$ cat src/rtl/cid_pkg.sv
// ----------------------------------------------------------------------------
// cid_pkg
// Types and constants of the rounding integer divider.
// ----------------------------------------------------------------------------
`default_nettype none

package cid_pkg;

    localparam int WIDTH    = 64;
    localparam int FIELD_W  = 64;
    localparam int ACTION_W = 3;

    typedef logic [ACTION_W-1:0] t_action;

    localparam t_action ACT_TRUNC_Q = 3'd0;
    localparam t_action ACT_FLOOR_Q = 3'd1;
    localparam t_action ACT_CEIL_Q  = 3'd2;
    localparam t_action ACT_FLOOR_R = 3'd3;
    localparam t_action ACT_CEIL_R  = 3'd4;

    typedef logic [WIDTH-1:0] t_word;

    typedef struct packed {
        t_action action;
        logic    nx;
        logic    ny;
        logic    dz;
        logic    minneg;
    } t_meta;

    typedef struct packed {
        logic  valid;
        t_meta meta;
        t_word rem;
        t_word dq;   // dividend bits still to go, quotient bits shifted in below
        t_word ay;
    } t_stage;

    function automatic logic [FIELD_W-1:0] sext(input t_word v);
        return FIELD_W'(signed'(v));
    endfunction

endpackage

`default_nettype wire

$ cat src/rtl/cid_front.sv
// ----------------------------------------------------------------------------
// cid_front
// Operand magnitudes, signs and special-case flags ahead of the cell chain.
// ----------------------------------------------------------------------------
`default_nettype none

module cid_front (
    input  wire logic                 i_valid,
    input  wire cid_pkg::t_action     i_action,
    input  wire logic [63:0]          i_dividend,
    input  wire logic [63:0]          i_divisor,
    output cid_pkg::t_stage           o_stage
);

    cid_pkg::t_word x;
    cid_pkg::t_word y;
    cid_pkg::t_word ax;
    cid_pkg::t_word ay;
    cid_pkg::t_word min_val;

    always_comb begin
        x       = i_dividend[cid_pkg::WIDTH-1:0];
        y       = i_divisor[cid_pkg::WIDTH-1:0];
        min_val = {1'b1, {(cid_pkg::WIDTH-1){1'b0}}};
        ax      = x[cid_pkg::WIDTH-1] ? (~x + 1'b1) : x;
        ay      = y[cid_pkg::WIDTH-1] ? (~y + 1'b1) : y;

        o_stage.valid       = i_valid;
        o_stage.meta.action = i_action;
        o_stage.meta.nx     = x[cid_pkg::WIDTH-1];
        o_stage.meta.ny     = y[cid_pkg::WIDTH-1];
        o_stage.meta.dz     = (y == '0);
        o_stage.meta.minneg = (x == min_val) && (y == '1);
        o_stage.rem         = '0;
        o_stage.dq          = ax;
        o_stage.ay          = ay;
    end

endmodule

`default_nettype wire

$ cat config.mk
export PLATFORM = sky130hd
export DESIGN_NAME = cid_front
export DESIGN_NICKNAME = d
export VERILOG_FILES = /design/src/rtl/cid_pkg.sv /design/src/rtl/cid_front.sv
export SDC_FILE = /design/constraint.sdc
export NUM_CORES = 1
export LEC_CHECK = 0
export BUFFER_PORTS_ARGS = -buffer_cell sky130_fd_sc_hd__buf_2
export CORE_AREA = 2 2 130 132
export DETAILED_ROUTE_END_ITERATION = 16
export DIE_AREA = 0 0 132 134
export GPL_ROUTABILITY_DRIVEN = 0
export PLACE_DENSITY_LB_ADDON = 0.3
export SYNTH_ARGS = -nofsm -noshare
export SYNTH_HDL_FRONTEND = slang
export SYNTH_SLANG_ARGS = --single-unit
$ cat constraint.sdc
create_clock -name vclk -period 3.8
set_input_delay 0.76 -clock vclk [all_inputs]
set_output_delay 0.76 -clock vclk [all_outputs]
set_load 0.02 [all_outputs]
## Word level (Yosys, flattened, before mapping)

Index checks and enable logic that the tools add are counted.

- Mux-type cells: 2
- Add/subtract/negate cells: 2
- Divide/modulo/power cells: 0
- Shift operators: 0
- $mul: 0
- Bitwise logic cells: 2
- Reduce and logical (&&, ||, !) cells: 2
- $lt $le $gt $ge: 0
- Eq/ne operators: 2

Operators with widths:

| cell | number |
|---|---|
| adder 64 x 1 -> 64 bit, second input constant | 2 |
| equality test 64 bit, second input constant | 2 |
| two-way mux 64 bit | 2 |
| NOT 64 bit | 2 |
| zero test 64 bit | 1 |
| logical AND 1 bit | 1 |

- Latch bits: 0
- Word-level logic and storage cells: 10
- Bits in read-only memories: 0
- Bits in writable memories: 0
- Register bits: 0
- Output and inout bits: 200
- Memories kept: 0
- Input port bits: 132

## Logic depth before layout (Yosys ltp)

- Word-level depth: 3
- Depth in mapped cells: 8
- Gate-level depth less buffers: 7

## Least setup slack after synthesis

Ideal clock, no wire load.

- Kind: in2out
- From: input i_dividend[1]
- To: output o_stage[192] in the netlist's numbering
- Data arrival time: 2.858 ns
- Required time: 3.040 ns
- Slack: 0.182 ns
- Stages: 8
- Buffers on the path: 1
- Cell sequence: inv_1 ha_1 or3b_2 clkbuf_1 nor4_4 nand2_1 or3_1 nor3_1

RTL lines:

| element | RTL line | RTL |
|---|---|---|
| start, declared | cid_front.sv:10 | `input wire logic [63:0] i_dividend,` |
| end, declared | cid_front.sv:12 | `output cid_pkg::t_stage o_stage` |

==> results.ini <==
[drt]
num_vias=4774
drt-initial-drc-count=247
wire_per_inst_um=15.5
dr.pass1.iters=4
drtAntennaViolNets=0
routed_via_density=4.77
drc=0
routed_wl_mm=15.5

[logic_synthesis]
synthCells=518
syn_avg_cell_area_um2=7.74
ys_seq_area_share_pct=0
ys_types=48
yosysWarnings=0
synth_area_um2=4010

[sta]
tightest_slew_ns=0.764
setup_viol_count_final=0
hold_viol=0
finalWorstSetupSlack_ns=0.0942
tns_ns=0
relSlewSlack_pct=49.1
timing.fmax_mhz=270
finalCriticalPeriod_ns=3.71
drv_slew=0
rsz0062_at_grt=yes
hold_ws_ns=1.52
post-route-period-util_pct=97.5

[die]
core_um2=16300
start_util_pct=24.6
io_pins=332
die_height_um=134
die_x_um=132
fp-row-count=47
die-area_um2=17700

[hold_path]
hold_class=primary input to primary output
hold_path_depth=0

[global_route]
antenna_found_initial=0
grt_pass1_wl_mm=23.5
grt_max_degree=67
grt_pass1_vias=4328
grtUsageTotal_pct=15.9
grt.overflow.total=0

[place]
hpwlAfterDp_mm=13.2
dpl_cell_area_um2=5430
port_buffers=260
pre_cts_ws_ns=-0.0171

[power]
power_density_nw_per_um2=143
power.leakage_nw=2.28
ir_worst_vdd_mv=0.0571

[layout]
fin_nets=917
drive_gt1_share_pct=46.7
final-seq-area_um2=0
nFillCells=1828
design.seq.count=0
area_growth_pct=36.6
clock_buffers=0
final_util_pct=33.6
antennaDiodeCount=0
stdcell_area_um2=5470

[setup_path]
critPathSlowestCell=or4_4
cpPeakStageDelay_ns=0.55
worstPathCellList=buf_2 > or4_4 > nor4b_2 > buf_4 > nand4_4 > buf_4 > o41ai_1 > xnor2_1 > buf_2
cp_top_family=simple AND/OR/NAND/NOR gates
cp-start-kind=primary input
worstSetupPathType=primary input to primary output
cp.buffers_inverters=4
path_max_fanout=7
end_kind=primary output
path_depth=9
cp_data_arrival_time_ns=2.95
required_ns=3.04

[job]
drv_cap=0

[cts]
postCtsHoldBufs=0

[outcome]
status=completed

==> report_power, final <==
group	internal (W)	total (W)	leakage (nW)	switching, W
logic	0.000278	0.000785	2.28	0.000507
registers	0	0	0	0
clock network	0	0	0	0
==> worst paths after layout <==
path | endpoint | startpoint | slack, ns
worst min-delay path | o_stage[197] | i_action[1] | 1.52
worst max-delay path | o_stage[35] | i_divisor[1] | 0.09
==> layout by cell type (no fill, tap or decap), types with 19 or more instances in the layout <==
cell type,synthesis,routed
nand2_1,39,39
conb_1,1,64
xnor2_1,121,121
o21ai_0,34,34
buf_2,3,257
o31ai_1,27,26
buf_4,73,35
nand4_1,19,19
==> cell usage after synthesis (2+ instances only) <==
cell type | number | area [um^2]
nor4_4 | 6 | 128
and4_1 | 2 | 17.5
o31ai_1 | 27 | 203
o41ai_1 | 10 | 87.6
ha_1 | 3 | 37.5
o41ai_2 | 17 | 277
nand2b_1 | 4 | 25.0
o21ai_0 | 34 | 170
nand4_1 | 19 | 119
or3_1 | 17 | 106
o31ai_2 | 14 | 175
nor3_1 | 18 | 90.1
inv_1 | 5 | 18.8
buf_6 | 2 | 22.5
and3_1 | 2 | 12.5
nor4_2 | 2 | 25.0
nor2_1 | 17 | 63.8
nand3_1 | 11 | 55.1
or4_1 | 11 | 82.6
buf_2 | 3 | 15.0
or2_2 | 8 | 50.1
xnor2_1 | 121 | 1060
nand2_1 | 39 | 146
or4_4 | 5 | 56.3
buf_4 | 73 | 548
nand4_4 | 3 | 63.8
clkbuf_1 | 15 | 56.3
nor4_1 | 8 | 50.1
nor3_4 | 2 | 32.5
nand3b_1 | 2 | 15.0
==> layout make-up <==
class,instances,area [um^2],area share [%]
inverters,5,18.8,0.343
multi-input cells,482,3610,66.0
well taps,220,275,5.03
repair buffers,293,1570,28.7
==> per-stage QoR <==
| stage | cells | total power (W) |
|---|---|---|
| floorplan | 581 | 0.000523 |
| global placement | 999 | 0.000783 |
| detailed placement | 999 | 0.000781 |
| CTS | 999 | 0.000784 |
| global route | 1000 | 0.000836 |
| finish | 1000 | 0.000785 |
==> routing by layer <==
metal	track usage, %	share of wire (%)	up-vias
li1	-	-	2317
met1	21.3	44	2261
met2	28.0	49	180
met3	1.97	5.9	16
met4	1.81	1.3	0
met5	0	0	-
==> what timing repair did <==
| action | 4_1_cts | 5_1_grt |
|---|---|---|
| setup buffers | 0 | 1 |
| hold endpoints to repair | 0 | 0 |
| setup endpoints to repair | 1 | 26 |
| resized for setup | 1 | 7 |
| pin swaps | 0 | 1 |
==> cells by family after synthesis <==
family / count (synthesis) / synth area share [%]
and+or+nand+nor: 188 / 32.0
xor gates and xnor gates: 122 / 26.7
AOI/OAI and AO/OA: 105 / 23.7
buffers and inverters: 99 / 16.6
adders and majority gates: 3 / 0.937
other: 1 / 0.0936
No activity file was read; power rests on OpenSTA's default activity.
