File: src/rtl/cid_pkg.sv
// ----------------------------------------------------------------------------
// cid_pkg
// Types and constants of the rounding integer divider.
// ----------------------------------------------------------------------------
`default_nettype none

package cid_pkg;

    localparam int WIDTH    = 64;
    localparam int FIELD_W  = 64;
    localparam int ACTION_W = 3;

    typedef logic [ACTION_W-1:0] t_action;

    localparam t_action ACT_TRUNC_Q = 3'd0;
    localparam t_action ACT_FLOOR_Q = 3'd1;
    localparam t_action ACT_CEIL_Q  = 3'd2;
    localparam t_action ACT_FLOOR_R = 3'd3;
    localparam t_action ACT_CEIL_R  = 3'd4;

    typedef logic [WIDTH-1:0] t_word;

    typedef struct packed {
        t_action action;
        logic    nx;
        logic    ny;
        logic    dz;
        logic    minneg;
    } t_meta;

    typedef struct packed {
        logic  valid;
        t_meta meta;
        t_word rem;
        t_word dq;   // dividend bits still to go, quotient bits shifted in below
        t_word ay;
    } t_stage;

    function automatic logic [FIELD_W-1:0] sext(input t_word v);
        return FIELD_W'(signed'(v));
    endfunction

endpackage

`default_nettype wire

File: src/rtl/cid_cell.sv
// ----------------------------------------------------------------------------
// cid_cell
// One restoring-division step: retires one quotient bit per stage.
// ----------------------------------------------------------------------------
`default_nettype none

module cid_cell (
    input  wire logic             i_clk,
    input  wire logic             i_rst_n,
    input  wire logic             i_en,
    input  wire cid_pkg::t_stage  i_stage,
    output cid_pkg::t_stage       o_stage
);

    cid_pkg::t_stage              r_stage;
    cid_pkg::t_stage              n_stage;
    logic [cid_pkg::WIDTH:0]      trial;
    logic [cid_pkg::WIDTH:0]      diff;
    logic                         fits;

    always_comb begin
        trial   = {i_stage.rem, i_stage.dq[cid_pkg::WIDTH-1]};
        diff    = trial - {1'b0, i_stage.ay};
        fits    = !diff[cid_pkg::WIDTH];
        n_stage = i_stage;
        n_stage.rem = fits ? diff[cid_pkg::WIDTH-1:0] : trial[cid_pkg::WIDTH-1:0];
        n_stage.dq  = {i_stage.dq[cid_pkg::WIDTH-2:0], fits};
    end

    // only the valid bit is cleared by reset
    always_ff @(posedge i_clk) begin
        if (!i_rst_n) begin
            r_stage.valid <= 1'b0;
        end else if (i_en) begin
            r_stage <= n_stage;
        end
    end

    assign o_stage = r_stage;

endmodule

`default_nettype wire

File: config.mk
export PLATFORM = sky130hd
export DESIGN_NAME = cid_cell
export DESIGN_NICKNAME = d
export VERILOG_FILES = /design/src/rtl/cid_pkg.sv /design/src/rtl/cid_cell.sv
export SDC_FILE = /design/constraint.sdc
export NUM_CORES = 1
export LEC_CHECK = 0
export ABC_AREA = 1
export BUFFER_PORTS_ARGS = -buffer_cell sky130_fd_sc_hd__buf_2
export CORE_AREA = 4 4 168 170
export DETAILED_ROUTE_END_ITERATION = 7
export DIE_AREA = 0 0 172 174
export HOLD_SLACK_MARGIN = 0.03
export MAX_ROUTING_LAYER = met4
export PLACE_DENSITY_LB_ADDON = 0.12
export SLEW_MARGIN = 30
export SYNTH_ARGS = -nofsm -noshare
export SYNTH_HDL_FRONTEND = slang
export SYNTH_SLANG_ARGS = --single-unit
File: constraint.sdc
create_clock -name i_clk -period 8.3 [get_ports i_clk]
set_clock_uncertainty 0.1 [all_clocks]
set_input_delay 1.245 -clock i_clk [delete_from_list [all_inputs] [get_ports i_clk]]
set_output_delay 1.245 -clock i_clk [all_outputs]
set_load 0.05 [all_outputs]
# Word-level counts from Yosys, hierarchy flattened
# Cells that the tools add are included.
classes:
  addsub: 1
  mux: 1
  reduce_logical: 2
ops:
  columns: ["cell", "n"]
  rows:
  - ["65-bit by 64-bit subtractor with 65-bit output", 1]
  - ["64-bit 2-to-1 mux", 1]
  - ["2-bit AND reduction", 1]
  - ["1-bit zero test", 1]
totals:
  reg_bits: 200
  in_bits: 203
  wordCells: 13

# Logic depth before layout (Yosys ltp)
logic_depth:
  ltp_word: 2
  mapped_depth: 20

# Worst setup path before layout
# OpenSTA, ideal clock, no wires.
synth_path:
  path_kind: "input port to flip-flop"
  startpoint: "input i_rst_n"
  endpoint: "register r_stage (netlist bit o_stage[0]) (enable)"
  setup_time_ns: 0.551
  t_arrival_ns: 5.101
  path_slack_ns: 2.548
  stages: 2
  n_path_buf: 0
  path_cell_list: "nand2_1 -> inv_1"
synth_between:
  elab_chain_len: 1
synth_rtl:
  columns: ["item", "line_no", "text"]
  rows:
  - ["from (decl)", "cid_cell.sv:9", "input wire logic i_rst_n,"]
  - ["2-bit AND reduction (no line)", null, null]
  - ["to (signal assigned)", "cid_cell.sv:35", "r_stage <= n_stage;"]
  - ["to (decl)", "cid_cell.sv:15", "cid_pkg::t_stage r_stage;"]
# No other way between the ends.
# A chain may end at the register's enable or synchronous reset.

==> results_dict.tcl <==
set metrics [dict create \
    track_usage 0.309 \
    path_max_fanout 65 \
    hold_depth 2 \
    syn_area_um2 13200 \
    path_class "in -> reg" \
    setup_tns_ps 0 \
    status "finished, final reports clean" \
    dp.cells 2541 \
    seqPwrFrac 0.398 \
    cp_slowest_cell "buf_4" \
    antenna_found_initial 2 \
    cts_setup_buffers 0 \
    largest_register_ffs 200 \
    hold_viol_final 0 \
    cts-root-buf "clkbuf_16" \
    rsz0062_at_grt "no" \
    pwr-share-clk 0.282 \
    cpPeakStageDelay_ps 680 \
    power_density_nw_per_um2 191 \
    final_cells 2576 \
    drt_wl_total_um 46000 \
    synth_nets 2077 \
    max_freq_ghz 0.258 \
    synth_cell_type_count 32 \
    via_per_inst 4.92 \
    fin_crit_ps 3880 \
    syn-instance-count 1809 \
    ctsHoldBuffers 0 \
    relSlewSlack 0.387 \
    dieArea_um2 29900 \
    crit_chain "buf_2, ha_1, fa_1, inv_1, nand2_1, nand2_1, nand3_1, nand2_2, nand2_1, nand2_2, nand2_1, nand2_2, nand2_2, nand2_2, nand2_2, nand2_2, buf_4, nand2_1, nand2_1" \
    required_ps 8520 \
    report.final.slew_viol_count 0 \
    fillers 2444 \
    combinationalPowerShare 0.320 \
    cp_common_cell "nand2_2" \
    ant_nets 0 \
    p_switching_mw 1.22 \
    cts.sinks 200 \
    drtIter0Drc 908 \
    clk_latency_ps 440 \
    worst-r2r-cell-count 2 \
    cts.clk_slew.worst_paths_ps 90 \
    io_pins 403 \
    cts_tree "built" \
    cellInternalPower_mw 1.87 \
    drive_gt1_frac 0.215 \
    hpwl_um 37700 \
    start_util 0.495 \
    fin_crit_sh 0.467 \
    grt_max_degree 129 \
    power_leakage_nw 9.03 \
    die_w_um 172 \
    htreeDepth 4 \
    dr.pass1.iters 5 \
    vias 12700 \
    nNetsFinal 2488 \
    coreArea_um2 26700 \
    yosys_warnings 0 \
    hold_path.class "reg -> reg" \
    drc_errors 0 \
    clockBufferDepth 2 \
    layout_common_cells "nand2_1 (789), buf_2 (402), inv_1 (389)" \
    routedWlPerCell_um 17.9 \
    gp_congestion 0.986 \
    ir_drop_mv 0.114 \
    synth_seq_area_share 0.453 \
    overflow 0 \
    syn2layout_area_growth_pct 22.3 \
    crit_path_start_kind "input port" \
    crit_path_end_kind "register" \
    cts_resized 0 \
    numPortBuffers 402 \
    swShare 0.394 \
    crit_arrival_ps 4100 \
    rows 60 \
    setup_viol 0 \
    worst_pin_slew_ps 920 \
    max_cap_viol_count 0 \
    final_common_cell "nand2_1" \
    fp.dieH_um 174 \
    grt_pass1_vias 12500 \
    synth_seq_cells 200 \
    grt_pass1_wl_um 68800 \
    syn_avg_cell_area_um2 7.32 \
    cts_inserted_buffers 17 \
]
path summary, 6_finish.rpt:
kind,slack (ps),startpoint,end
hold / removal,450,o_stage[199],o_stage[199]
setup / recovery,4420,i_stage[0],o_stage[136]
hold reg to reg,450,o_stage[199],o_stage[199]
setup reg to reg,7570,o_stage[199],o_stage[199]
synth_stat cells, drive strengths merged:
cell type | number | area [µm²]
fa | 1 | 20.0
ha | 64 | 801
nor4 | 4 | 31.3
nand2 | 819 | 3150
nor2 | 111 | 442
nor3 | 12 | 60.1
clkinv | 1 | 3.75
xor2 | 30 | 263
a21oi | 54 | 270
xnor2 | 1 | 8.76
buf | 13 | 139
or2 | 2 | 12.5
and3 | 2 | 12.5
o21bai | 8 | 60.1
nand3b | 1 | 7.51
o21ai | 5 | 25.0
dfxtp | 1 | 20.0
nand3 | 70 | 350
nand4 | 17 | 106
inv | 394 | 1480
edfxtp | 199 | 5980
per-layer routing:
metal,wire length (µm),GRT usage,up-vias
met3,3570,0.0662,79
li1,-,-,6362
met1,18800,0.371,5745
met5,0,-,-
met4,1700,0.102,0
met2,21900,0.518,477
critical path, delay by kind of cell:
family	cells	cell delay (ps)
AND/OR/NAND/NOR	14	1260
adder cells (fa/ha/maj)	2	640
buffers and inverters	3	890
final cells by class:
cell class	instances	area [µm²]	share of cell area
clock buffer	17	425	0.0263
tap	341	427	0.0263
timing repair buffer	405	2050	0.126
sequential	200	6000	0.370
antenna	2	5.00	0.000309
multi-input combinational	1201	5620	0.347
inverter	395	1490	0.0920
clock inverter	15	179	0.0110
through the flow:
step / hold WS [ps] / worst slack, ps / power, mW / cell area (µm²) / utilization
after floorplan: 653 / 2550 / 1.96 / 13200 / -
after global placement: 417 / 4050 / 2.22 / 15600 / 0.582
after detailed placement: 425 / 3960 / 2.24 / 15600 / 0.582
after CTS: 448 / 4440 / 3.10 / 16200 / 0.605
after global routing: 487 / 4230 / 3.24 / 16200 / 0.606
final: 447 / 4420 / 3.09 / 16200 / 0.606
power by group through the flow:
stage / Sequential, mW / Clock (mW) / Combinational (mW)
2_1_floorplan: 1.54 / 0 / 0.427
3_3_place_gp: 1.25 / 0 / 0.970
3_5_place_dp: 1.25 / 0 / 0.982
4_1_cts: 1.23 / 0.885 / 0.986
5_1_grt: 1.24 / 0.929 / 1.07
6_report: 1.23 / 0.874 / 0.990
cells by family (layout without fill, tap and decap cells):
logic type / after synthesis / count (layout) / synth area share
AND/OR/NAND/NOR: 1038 / 1038 / 0.315
buffers and inverters: 408 / 832 / 0.122
flip-flops: 200 / 200 / 0.453
AO/OA/AOI/OAI: 67 / 67 / 0.0268
adder cells (fa/ha/maj): 65 / 65 / 0.0620
XOR/XNOR: 31 / 31 / 0.0205
other: 0 / 2 / 0
(Power assumes the default switching activity.)
